<file path="src/sps_pkg.sv">
// Shared types, codes and constants for the SPI EEPROM page sequencer.
package sps_pkg;

	// Default geometry of the memory array
	localparam int unsigned SPS_PAGE_BYTES  = 64;
	localparam int unsigned SPS_PAGE_COUNT  = 512;
	localparam int unsigned SPS_QUEUE_DEPTH = 2;

	// Request kinds as they arrive on the kind port
	localparam logic [1:0] KIND_IN_READ  = 2'd0;
	localparam logic [1:0] KIND_IN_WRITE = 2'd1;
	localparam logic [1:0] KIND_IN_ERASE = 2'd2;

	// Item opcodes on the op port
	localparam logic OP_START   = 1'b0;
	localparam logic OP_ADVANCE = 1'b1;

	// Result status codes
	localparam logic [1:0] ST_FRAME    = 2'd0;
	localparam logic [1:0] ST_DONE     = 2'd1;
	localparam logic [1:0] ST_REJECT   = 2'd2;
	localparam logic [1:0] ST_IDLE_ADV = 2'd3;

	// SPI command bytes
	localparam logic [7:0] OPC_READ  = 8'h03;
	localparam logic [7:0] OPC_WRITE = 8'h02;
	localparam logic [7:0] OPC_WREN  = 8'h06;

	// Classified command handed from the front end to the back end
	typedef enum logic [2:0] {
		CMD_ADVANCE,
		CMD_READ,
		CMD_WRITE,
		CMD_ERASE,
		CMD_REJECT
	} cmd_e;

	// Request held by the back end
	typedef enum logic [1:0] {
		ACT_IDLE,
		ACT_READ,
		ACT_WRITE,
		ACT_ERASE
	} active_e;

	// What the back end does with one command
	typedef enum logic [2:0] {
		STEP_REJECT,
		STEP_IDLE,
		STEP_DONE,
		STEP_ENABLE,
		STEP_PAGE
	} step_e;

	typedef struct packed {
		cmd_e        cmd;
		logic [14:0] address;
		logic [15:0] length;
	} cmd_t;

	typedef struct packed {
		logic [1:0]  status;
		logic [7:0]  opcode;
		logic [14:0] mem_address;
		logic [14:0] buffer_offset;
		logic [6:0]  byte_count;
		logic        zero_fill;
		logic        last;
	} res_t;

endpackage

</file>
<file path="src/sps_fifo.sv">
// Small register queue used between the sequencer stages.
module sps_fifo #(
	parameter int unsigned WIDTH = 8,
	parameter int unsigned DEPTH = 2
) (
	input  logic             clk,
	input  logic             arst_n,
	input  logic             push,
	input  logic [WIDTH-1:0] din,
	output logic             full,
	input  logic             pop,
	output logic [WIDTH-1:0] dout,
	output logic             empty
);
	localparam int unsigned PTR_W = (DEPTH > 1) ? $clog2(DEPTH) : 1;
	localparam int unsigned CNT_W = $clog2(DEPTH + 1);

	logic [WIDTH-1:0] entry_q [DEPTH];
	logic [PTR_W-1:0] wr_ptr_q;
	logic [PTR_W-1:0] rd_ptr_q;
	logic [CNT_W-1:0] count_q;
	logic             do_push;
	logic             do_pop;

	assign full    = (count_q == CNT_W'(DEPTH));
	assign empty   = (count_q == '0);
	assign do_push = push && !full;
	assign do_pop  = pop && !empty;
	assign dout    = entry_q[rd_ptr_q];

	always_ff @(posedge clk) begin
		if (do_push) begin
			entry_q[wr_ptr_q] <= din;
		end
	end

	always_ff @(posedge clk or negedge arst_n) begin
		if (!arst_n) begin
			wr_ptr_q <= '0;
			rd_ptr_q <= '0;
			count_q  <= '0;
		end else begin
			if (do_push) begin
				wr_ptr_q <= (wr_ptr_q == PTR_W'(DEPTH - 1)) ? '0 : wr_ptr_q + 1'b1;
			end
			if (do_pop) begin
				rd_ptr_q <= (rd_ptr_q == PTR_W'(DEPTH - 1)) ? '0 : rd_ptr_q + 1'b1;
			end
			case ({do_push, do_pop})
				2'b10:   count_q <= count_q + 1'b1;
				2'b01:   count_q <= count_q - 1'b1;
				default: count_q <= count_q;
			endcase
		end
	end

endmodule

</file>
<file path="src/sps_front.sv">
// Front end: takes transactions in, checks range and classifies requests.
module sps_front #(
	parameter  int unsigned PAGE_BYTES = 64,
	parameter  int unsigned PAGE_COUNT = 512,
	localparam int unsigned OFF_W      = $clog2(PAGE_BYTES)
) (
	input  logic              clk,
	input  logic              arst_n,
	input  logic              push,
	output logic              full,
	input  logic              op,
	input  logic [1:0]        kind,
	input  logic [14:0]       address,
	input  logic [15:0]       length,
	input  logic              mid_full,
	output logic              mid_push,
	output sps_pkg::cmd_t     mid_cmd,
	output logic [OFF_W-1:0]  mid_offs
);
	import sps_pkg::*;

	localparam int unsigned TOTAL  = PAGE_BYTES * PAGE_COUNT;
	localparam int unsigned TOT_W  = $clog2(TOTAL + 1);
	localparam int unsigned CMP_W  = (TOT_W > 17) ? TOT_W : 17;
	// Reciprocal of the page size, exact for every 15-bit address
	localparam int unsigned RCP_SH = 23;
	localparam int unsigned RCP    = ((2 ** RCP_SH) + PAGE_BYTES - 1) / PAGE_BYTES;
	localparam int unsigned RCP_W  = $clog2(RCP + 1);
	localparam int unsigned PROD_W = 15 + RCP_W;
	localparam int unsigned Q_W    = PROD_W - RCP_SH;

	logic              v_s1;
	logic              op_s1;
	logic [1:0]        kind_s1;
	logic [14:0]       address_s1;
	logic [15:0]       length_s1;
	logic [Q_W-1:0]    page_s1;

	logic              advance;
	logic              accept;
	logic [PROD_W-1:0] prod;
	logic [23:0]       page_base;
	logic [23:0]       offs_full;
	logic [CMP_W-1:0]  end_addr;
	logic              in_range;

	assign full    = v_s1 && mid_full;
	assign advance = !v_s1 || !mid_full;
	assign accept  = push && !full;
	assign prod    = PROD_W'(address) * PROD_W'(RCP);

	always_ff @(posedge clk or negedge arst_n) begin
		if (!arst_n) begin
			v_s1 <= 1'b0;
		end else if (advance) begin
			v_s1 <= accept;
		end
	end

	always_ff @(posedge clk) begin
		if (accept) begin
			op_s1      <= op;
			kind_s1    <= kind;
			address_s1 <= address;
			length_s1  <= length;
			page_s1    <= prod[PROD_W-1:RCP_SH];
		end
	end

	// Offset within the page from the registered page number
	assign page_base = 24'(page_s1) * 24'(PAGE_BYTES);
	assign offs_full = 24'(address_s1) - page_base;
	assign mid_offs  = offs_full[OFF_W-1:0];

	assign end_addr  = CMP_W'(address_s1) + CMP_W'(length_s1);
	assign in_range  = (end_addr <= CMP_W'(TOTAL));
	assign mid_push  = v_s1 && !mid_full;

	always_comb begin
		mid_cmd.address = address_s1;
		mid_cmd.length  = length_s1;
		if (op_s1 == OP_ADVANCE) begin
			mid_cmd.cmd = CMD_ADVANCE;
		end else begin
			unique case (kind_s1)
				KIND_IN_ERASE: mid_cmd.cmd = CMD_ERASE;
				KIND_IN_READ:  mid_cmd.cmd = in_range ? CMD_READ : CMD_REJECT;
				KIND_IN_WRITE: mid_cmd.cmd = in_range ? CMD_WRITE : CMD_REJECT;
				default:       mid_cmd.cmd = CMD_REJECT;
			endcase
		end
	end

endmodule

</file>
<file path="src/sps_back.sv">
// Back end: holds the running request and issues one frame descriptor per command.
module sps_back #(
	parameter  int unsigned PAGE_BYTES = 64,
	parameter  int unsigned PAGE_COUNT = 512,
	localparam int unsigned OFF_W      = $clog2(PAGE_BYTES)
) (
	input  logic              clk,
	input  logic              arst_n,
	input  logic              mid_valid,
	input  sps_pkg::cmd_t     mid_cmd,
	input  logic [OFF_W-1:0]  mid_offs,
	output logic              mid_pop,
	input  logic              res_full,
	output logic              res_push,
	output sps_pkg::res_t     res
);
	import sps_pkg::*;

	localparam int unsigned TOTAL = PAGE_BYTES * PAGE_COUNT;
	localparam int unsigned TOT_W = $clog2(TOTAL + 1);
	localparam int unsigned NA_W  = (TOT_W > 15) ? TOT_W : 15;
	localparam int unsigned BL_W  = (TOT_W > 16) ? TOT_W : 16;
	localparam int unsigned CH_W  = $clog2(PAGE_BYTES + 1);

	active_e          kind_q;
	logic [NA_W-1:0]  na_q;
	logic [BL_W-1:0]  bl_q;
	logic [15:0]      bp_q;
	logic             ep_q;
	logic [OFF_W-1:0] off_q;

	active_e          eff_kind;
	logic [NA_W-1:0]  eff_na;
	logic [BL_W-1:0]  eff_bl;
	logic [15:0]      eff_bp;
	logic             eff_ep;
	logic [OFF_W-1:0] eff_off;

	active_e          kind_d;
	logic [NA_W-1:0]  na_d;
	logic [BL_W-1:0]  bl_d;
	logic [15:0]      bp_d;
	logic             ep_d;
	logic [OFF_W-1:0] off_d;

	step_e            step;
	logic             fire;
	logic             erase;
	logic [CH_W-1:0]  room;
	logic [CH_W-1:0]  chunk;
	logic [CH_W-1:0]  off_sum;
	logic [OFF_W-1:0] off_next;
	logic [NA_W-1:0]  na_sum;
	logic [BL_W-1:0]  bl_diff;
	logic [15:0]      bp_sum;

	assign fire     = mid_valid && !res_full;
	assign mid_pop  = fire;
	assign res_push = fire;

	// A start loads the request, then issues its first frame in the same step
	always_comb begin
		eff_kind = kind_q;
		eff_na   = na_q;
		eff_bl   = bl_q;
		eff_bp   = bp_q;
		eff_ep   = ep_q;
		eff_off  = off_q;
		unique case (mid_cmd.cmd)
			CMD_READ, CMD_WRITE: begin
				eff_kind = (mid_cmd.cmd == CMD_READ) ? ACT_READ : ACT_WRITE;
				eff_na   = NA_W'(mid_cmd.address);
				eff_bl   = BL_W'(mid_cmd.length);
				eff_bp   = '0;
				eff_ep   = 1'b0;
				eff_off  = mid_offs;
			end
			CMD_ERASE: begin
				eff_kind = ACT_ERASE;
				eff_na   = '0;
				eff_bl   = BL_W'(TOTAL);
				eff_bp   = '0;
				eff_ep   = 1'b0;
				eff_off  = '0;
			end
			CMD_REJECT: begin
				eff_kind = ACT_IDLE;
			end
			default: begin
			end
		endcase
	end

	always_comb begin
		if (mid_cmd.cmd == CMD_REJECT) begin
			step = STEP_REJECT;
		end else if (eff_kind == ACT_IDLE) begin
			step = STEP_IDLE;
		end else if (eff_bl == '0) begin
			step = STEP_DONE;
		end else if (eff_kind != ACT_READ && !eff_ep) begin
			step = STEP_ENABLE;
		end else begin
			step = STEP_PAGE;
		end
	end

	// Page frame: stop at the page boundary or the end of the request
	assign erase    = (eff_kind == ACT_ERASE);
	assign room     = CH_W'(PAGE_BYTES) - CH_W'(eff_off);
	assign chunk    = (eff_bl < BL_W'(room)) ? CH_W'(eff_bl) : room;
	assign off_sum  = CH_W'(eff_off) + chunk;
	assign off_next = (off_sum == CH_W'(PAGE_BYTES)) ? '0 : OFF_W'(off_sum);
	assign na_sum   = eff_na + NA_W'(chunk);
	assign bl_diff  = eff_bl - BL_W'(chunk);
	assign bp_sum   = eff_bp + 16'(chunk);

	// Next state
	always_comb begin
		kind_d = kind_q;
		na_d   = na_q;
		bl_d   = bl_q;
		bp_d   = bp_q;
		ep_d   = ep_q;
		off_d  = off_q;
		unique case (step)
			STEP_REJECT, STEP_DONE: begin
				kind_d = ACT_IDLE;
				na_d   = '0;
				bl_d   = '0;
				bp_d   = '0;
				ep_d   = 1'b0;
				off_d  = '0;
			end
			STEP_ENABLE: begin
				kind_d = eff_kind;
				na_d   = eff_na;
				bl_d   = eff_bl;
				bp_d   = eff_bp;
				ep_d   = 1'b1;
				off_d  = eff_off;
			end
			STEP_PAGE: begin
				kind_d = eff_kind;
				na_d   = na_sum;
				bl_d   = bl_diff;
				bp_d   = erase ? eff_bp : bp_sum;
				ep_d   = 1'b0;
				off_d  = off_next;
			end
			default: begin
			end
		endcase
	end

	// Result fields
	always_comb begin
		res = '0;
		unique case (step)
			STEP_REJECT: res.status = ST_REJECT;
			STEP_IDLE:   res.status = ST_IDLE_ADV;
			STEP_DONE:   res.status = ST_DONE;
			STEP_ENABLE: begin
				res.status        = ST_FRAME;
				res.opcode        = OPC_WREN;
				res.mem_address   = eff_na[14:0];
				res.buffer_offset = erase ? '0 : eff_bp[14:0];
			end
			STEP_PAGE: begin
				res.status        = ST_FRAME;
				res.opcode        = (eff_kind == ACT_READ) ? OPC_READ : OPC_WRITE;
				res.mem_address   = eff_na[14:0];
				res.buffer_offset = erase ? '0 : eff_bp[14:0];
				res.byte_count    = 7'(chunk);
				res.zero_fill     = erase;
				res.last          = (bl_diff == '0);
			end
			default: begin
			end
		endcase
	end

	always_ff @(posedge clk or negedge arst_n) begin
		if (!arst_n) begin
			kind_q <= ACT_IDLE;
			na_q   <= '0;
			bl_q   <= '0;
			bp_q   <= '0;
			ep_q   <= 1'b0;
			off_q  <= '0;
		end else if (fire) begin
			kind_q <= kind_d;
			na_q   <= na_d;
			bl_q   <= bl_d;
			bp_q   <= bp_d;
			ep_q   <= ep_d;
			off_q  <= off_d;
		end
	end

endmodule

</file>
<file path="src/spi_eeprom_page_sequencer.sv">
// Top level of the SPI EEPROM page sequencer: front end, command queue, back end, result queue.
// Each transaction on the input side gives exactly one result transaction: a start item
// (op 0) takes a read, write or whole-array erase and answers with its first frame
// descriptor (or done for a zero-length transfer, or rejected when address plus length
// passes the end of the array or the kind is unknown); an advance item (op 1) answers with
// the next descriptor, done after the last frame, or idle when no request runs. Transfers
// split at page boundaries, and every write or erase page frame is preceded by a
// write-enable frame. The block takes one transaction per clock cycle while full is low; a
// result passes the front stage register (which works out the in-page offset with a
// reciprocal multiply and checks the range), then the command queue, and then the back end,
// which updates the request registers and builds the descriptor in the cycle it takes a
// command, writing it straight into the result queue. Both queues hold two entries, so either
// side may stall without stopping the other at once; full rises only when the command queue
// and the front stage are both taken.
module spi_eeprom_page_sequencer #(
	parameter int unsigned PAGE_BYTES = sps_pkg::SPS_PAGE_BYTES,
	parameter int unsigned PAGE_COUNT = sps_pkg::SPS_PAGE_COUNT
) (
	input  logic        clk,
	input  logic        arst_n,
	input  logic        push,
	output logic        full,
	input  logic        op,
	input  logic [1:0]  kind,
	input  logic [14:0] address,
	input  logic [15:0] length,
	output logic        empty,
	input  logic        pop,
	output logic [1:0]  status,
	output logic [7:0]  opcode,
	output logic [14:0] mem_address,
	output logic [14:0] buffer_offset,
	output logic [6:0]  byte_count,
	output logic        zero_fill,
	output logic        last
);
	import sps_pkg::*;

	localparam int unsigned OFF_W   = $clog2(PAGE_BYTES);
	localparam int unsigned CMD_W   = $bits(cmd_t) + OFF_W;
	localparam int unsigned RES_W   = $bits(res_t);

	// Front end to command queue
	logic             front_push;
	cmd_t             front_cmd;
	logic [OFF_W-1:0] front_offs;
	logic             mid_full;

	// Command queue to back end
	logic [CMD_W-1:0] mid_dout;
	logic             mid_empty;
	logic             mid_pop;
	cmd_t             mid_cmd;
	logic [OFF_W-1:0] mid_offs;

	// Back end to result queue
	logic             res_push;
	logic             res_full;
	res_t             back_res;
	logic [RES_W-1:0] res_dout;
	res_t             head;

	sps_front #(
		.PAGE_BYTES (PAGE_BYTES),
		.PAGE_COUNT (PAGE_COUNT)
	) u_front (
		.clk      (clk),
		.arst_n   (arst_n),
		.push     (push),
		.full     (full),
		.op       (op),
		.kind     (kind),
		.address  (address),
		.length   (length),
		.mid_full (mid_full),
		.mid_push (front_push),
		.mid_cmd  (front_cmd),
		.mid_offs (front_offs)
	);

	// Classified commands wait here until the back end takes them
	sps_fifo #(
		.WIDTH (CMD_W),
		.DEPTH (SPS_QUEUE_DEPTH)
	) u_cmd_queue (
		.clk    (clk),
		.arst_n (arst_n),
		.push   (front_push),
		.din    ({front_cmd, front_offs}),
		.full   (mid_full),
		.pop    (mid_pop),
		.dout   (mid_dout),
		.empty  (mid_empty)
	);

	assign mid_cmd  = cmd_t'(mid_dout[CMD_W-1:OFF_W]);
	assign mid_offs = mid_dout[OFF_W-1:0];

	sps_back #(
		.PAGE_BYTES (PAGE_BYTES),
		.PAGE_COUNT (PAGE_COUNT)
	) u_back (
		.clk       (clk),
		.arst_n    (arst_n),
		.mid_valid (!mid_empty),
		.mid_cmd   (mid_cmd),
		.mid_offs  (mid_offs),
		.mid_pop   (mid_pop),
		.res_full  (res_full),
		.res_push  (res_push),
		.res       (back_res)
	);

	// Finished descriptors wait here for the consumer
	sps_fifo #(
		.WIDTH (RES_W),
		.DEPTH (SPS_QUEUE_DEPTH)
	) u_res_queue (
		.clk    (clk),
		.arst_n (arst_n),
		.push   (res_push),
		.din    (back_res),
		.full   (res_full),
		.pop    (pop),
		.dout   (res_dout),
		.empty  (empty)
	);

	// Present the oldest waiting result
	assign head          = res_t'(res_dout);
	assign status        = head.status;
	assign opcode        = head.opcode;
	assign mem_address   = head.mem_address;
	assign buffer_offset = head.buffer_offset;
	assign byte_count    = head.byte_count;
	assign zero_fill     = head.zero_fill;
	assign last          = head.last;

endmodule

</file>
<file path="config.mk">
export PLATFORM = sky130hd
export DESIGN_NAME = spi_eeprom_page_sequencer
export DESIGN_NICKNAME = d
export VERILOG_FILES = /design/src/sps_pkg.sv /design/src/sps_fifo.sv /design/src/sps_front.sv /design/src/sps_back.sv /design/src/spi_eeprom_page_sequencer.sv
export SDC_FILE = /design/constraint.sdc
export NUM_CORES = 1
export LEC_CHECK = 0
export BUFFER_PORTS_ARGS = -buffer_cell sky130_fd_sc_hd__buf_2
export CORE_MARGIN = 2
export CORE_UTILIZATION = 58
export CTS_CLUSTER_SIZE = 40
export DETAILED_ROUTE_END_ITERATION = 16
export PLACE_DENSITY_LB_ADDON = 0.2
export SLEW_MARGIN = 20
export SYNTH_ARGS = -nofsm -noshare
export SYNTH_HDL_FRONTEND = slang
export SYNTH_HIERARCHICAL = 1
export SYNTH_SLANG_ARGS = --single-unit
</file>
<file path="constraint.sdc">
create_clock -name clk -period 8.2 [get_ports clk]
set_clock_uncertainty 0.1 [all_clocks]
set_input_delay 1.64 -clock clk [delete_from_list [all_inputs] [get_ports clk]]
set_output_delay 1.64 -clock clk [all_outputs]
set_load 0.02 [all_outputs]
</file>
==> results_dict.tcl <==
set metrics [dict create \
    status "complete, no violations" \
    synth_common_cells "edfxtp_1, nand2_1, mux2_4" \
    antennaDiodeCount 0 \
    nFillCells 2066 \
    synth_xor_area_frac 0.0304 \
    synth_top_cell_area_share 0.404 \
    synth_top_flop_cell "edfxtp_1" \
    worstPathMaxFanout 32 \
    wl_um 37400 \
    synth_top_family_by_area "compound AO/OA/AOI/OAI gates" \
    clk_latency_ps 560 \
    max_freq_ghz 0.136 \
    crit_top_cell "inv_1" \
    die-area_sq_mm 0.0285 \
    grt_pass1_vias 10700 \
    met3_usage 0.0374 \
    cts_max_level 1 \
    final_hold_viol_count 0 \
    grt_overflow 0 \
    dpl_worst_slack_ps 912 \
    relSlewSlack 0.257 \
    start_kind "flip-flop" \
    met2_usage 0.449 \
    ant_nets 0 \
    seq_area_frac_synth 0.506 \
    post_cts_buffers 0 \
    ioPinCount 89 \
    cts_resized 0 \
    die_y_um 169 \
    gp_congestion 0.992 \
    clock-sinks 276 \
    synth_top_area_cell "edfxtp_1" \
    fin_area_sq_mm 0.0173 \
    antenna_found_initial 0 \
    hp-class "reg2reg" \
    yosysWarnings 6 \
    timing.setup.tns_ps 0 \
    async_reset_ff_frac 0.232 \
    end_kind "flip-flop" \
    finalMaxSlewViolations 0 \
    yosysMostFrequentCell "edfxtp_1" \
    arrival_ps 7640 \
    vias 10900 \
    fp.coreArea_sq_mm 0.0268 \
    syn-cell-area_sq_mm 0.0157 \
    cts-buffers-inserted 28 \
    grt_max_degree 65 \
    gr-usage-all-layers 0.265 \
    ys_seq_elements 276 \
    post_route_cells_drive_above_1_share 0.225 \
    rsz0062_at_grt "false" \
    start_util 0.587 \
    viasPerCell 6.12 \
    numPortBuffers 88 \
    drtIter0Drc 921 \
    synth-simple-area-share 0.138 \
    place_area_sq_mm 0.0164 \
    grt_first_pass_wirelength_um 59000 \
    dp_hpwl_um 26900 \
    max_cap_viol_count 0 \
    synth_compound_area_frac 0.142 \
    die_x_um 169 \
    cts_buffer_depth 3 \
    path_clk_slew_ps 60 \
    top_usage_layer "met2" \
    syn_to_final_growth_pct 10.1 \
    synth.distinct_cells 102 \
    multi_input_area_sq_mm 0.00711 \
    worstPathRequired_ps 8470 \
    cts_root_buf "clkbuf_16" \
    finalNetCount 1501 \
    cpMaxStageDelayCell "nor2b_1" \
    syn_area_per_cell_sq_um 11.8 \
    post-route-period-util 0.898 \
    finalSetupViolCount 0 \
    first_pass_iters 7 \
    register_area_sq_mm 0.00797 \
    finalCriticalPeriod_ps 7360 \
    synthMuxAreaShare 0.0963 \
    synth-edff-count 212 \
    netlist_top_cells_area "edfxtp_1, dfrtp_1, mux2_4" \
    worstMarginPinSlew_ps 1110 \
    cpPeakStageDelay_ps 650 \
    whs_ps 384 \
    hold_buffers 0 \
    drc 0 \
    avgRoutedWirePerCell_um 21.0 \
    rows 60 \
    synth_adder_area_share 0.0420 \
    met1_usage 0.350 \
    tritoncts "built" \
    critPathKind "reg2reg" \
    syn_inst 1331 \
    final.setup.worst_slack_ps 838 \
]
==> state kept, by name (all words and copies together), names as in the netlist <==
signal and cells:
u_back/bl_q 16, u_back/bp_q 15, u_back/ep_q 1, u_back/kind_q 2, u_back/na_q 15, u_back/off_q 6, u_cmd_queue/count_q 2, u_cmd_queue/entry_q 80
u_cmd_queue/rd_ptr_q 1, u_cmd_queue/wr_ptr_q 1, u_front/address_s1 15, u_front/kind_s1 2, u_front/length_s1 16, u_front/op_s1 1, u_front/v_s1 1, u_res_queue/count_q 2
u_res_queue/entry_q 98, u_res_queue/rd_ptr_q 1, u_res_queue/wr_ptr_q 1
==> per-stage QoR <==
| step | utilization | std cells |
|---|---|---|
| global placement | 0.613 | 1727 |
| CTS | 0.647 | 1779 |
| floorplan | - | 1335 |
| detailed placement | 0.613 | 1727 |
| finish | 0.647 | 1779 |
| global route | 0.647 | 1779 |
==> final timing paths <==
path,startpoint,to,slack (ps),depth (start not counted)
min in group asynchronous,arst_n,u_front/v_s1$_DFFE_PN0N_,1160,2
max in group asynchronous,arst_n,u_cmd_queue/rd_ptr_q$_DFFE_PN0P_,6150,2
max reg2reg,u_cmd_queue/rd_ptr_q$_DFFE_PN0P_,u_res_queue/entry_q[1][0]$_DFFE_PP_,840,28
min reg2reg,u_back/na_q[0]$_DFFE_PN0P_,u_back/na_q[0]$_DFFE_PN0P_,380,2
min,u_back/na_q[0]$_DFFE_PN0P_,u_back/na_q[0]$_DFFE_PN0P_,380,2
max,u_cmd_queue/rd_ptr_q$_DFFE_PN0P_,u_res_queue/entry_q[1][0]$_DFFE_PP_,840,28
==> cell type report <==
cell class,count,area share
tap,341,0.0246
sequential,276,0.460
inverter,46,0.00996
clock buffer,42,0.0452
clock inverter,10,0.00758
timing repair buffer,129,0.0431
multi-input combinational,935,0.410
==> layout by cell type (no fill, tap or decap), types with 12 or more instances in the layout <==
cell / synthesis / layout
a21o_1: 15 / 15
inv_1: 38 / 38
xor2_1: 15 / 15
xnor2_1: 37 / 37
nor2_1: 85 / 83
mux2_4: 89 / 89
buf_2: 16 / 88
buf_4: 13 / 41
o21ai_0: 48 / 47
a22oi_1: 21 / 21
nor2b_1: 30 / 29
a22o_1: 20 / 20
dfrtp_1: 64 / 62
o211ai_1: 12 / 12
nand2_1: 113 / 113
o31ai_1: 21 / 21
and2_1: 28 / 28
clkbuf_16: 0 / 28
and3_1: 14 / 12
nand3_1: 29 / 29
nor3_1: 28 / 28
nand2b_1: 16 / 15
ha_1: 43 / 43
a21oi_1: 56 / 56
edfxtp_1: 212 / 212
==> routing by layer <==
metal  part of all wire  vias up  wire, um
li1                   -     5166         -
met1               0.43     5283     16100
met2               0.48      354     18000
met3              0.054       79      2030
met4              0.033        0      1220
met5                  0        -         0
==> logic make-up after synthesis <==
group / Yosys count
xor gates and xnor gates: 53
and+or+nand+nor: 414
other: 1
muxes: 106
adders and majority gates: 51
DFF: 276
AOI/OAI and AO/OA: 306
buffers and inverters: 124
==> worst max-delay path, delay by kind of cell, from the launching register on <==
kind | cells | cell delay, ps
AND/OR/NAND/NOR | 6 | 1750
XOR/XNOR | 2 | 560
adder cells (fa/ha/maj) | 3 | 1100
AO/OA/AOI/OAI | 11 | 1980
flip-flops | 1 | 440
buffers and inverters | 5 | 820
multiplexers | 1 | 440
Power is not shown: default switching activity piles up to over one toggle a cycle in this logic, so the estimate is an artifact.
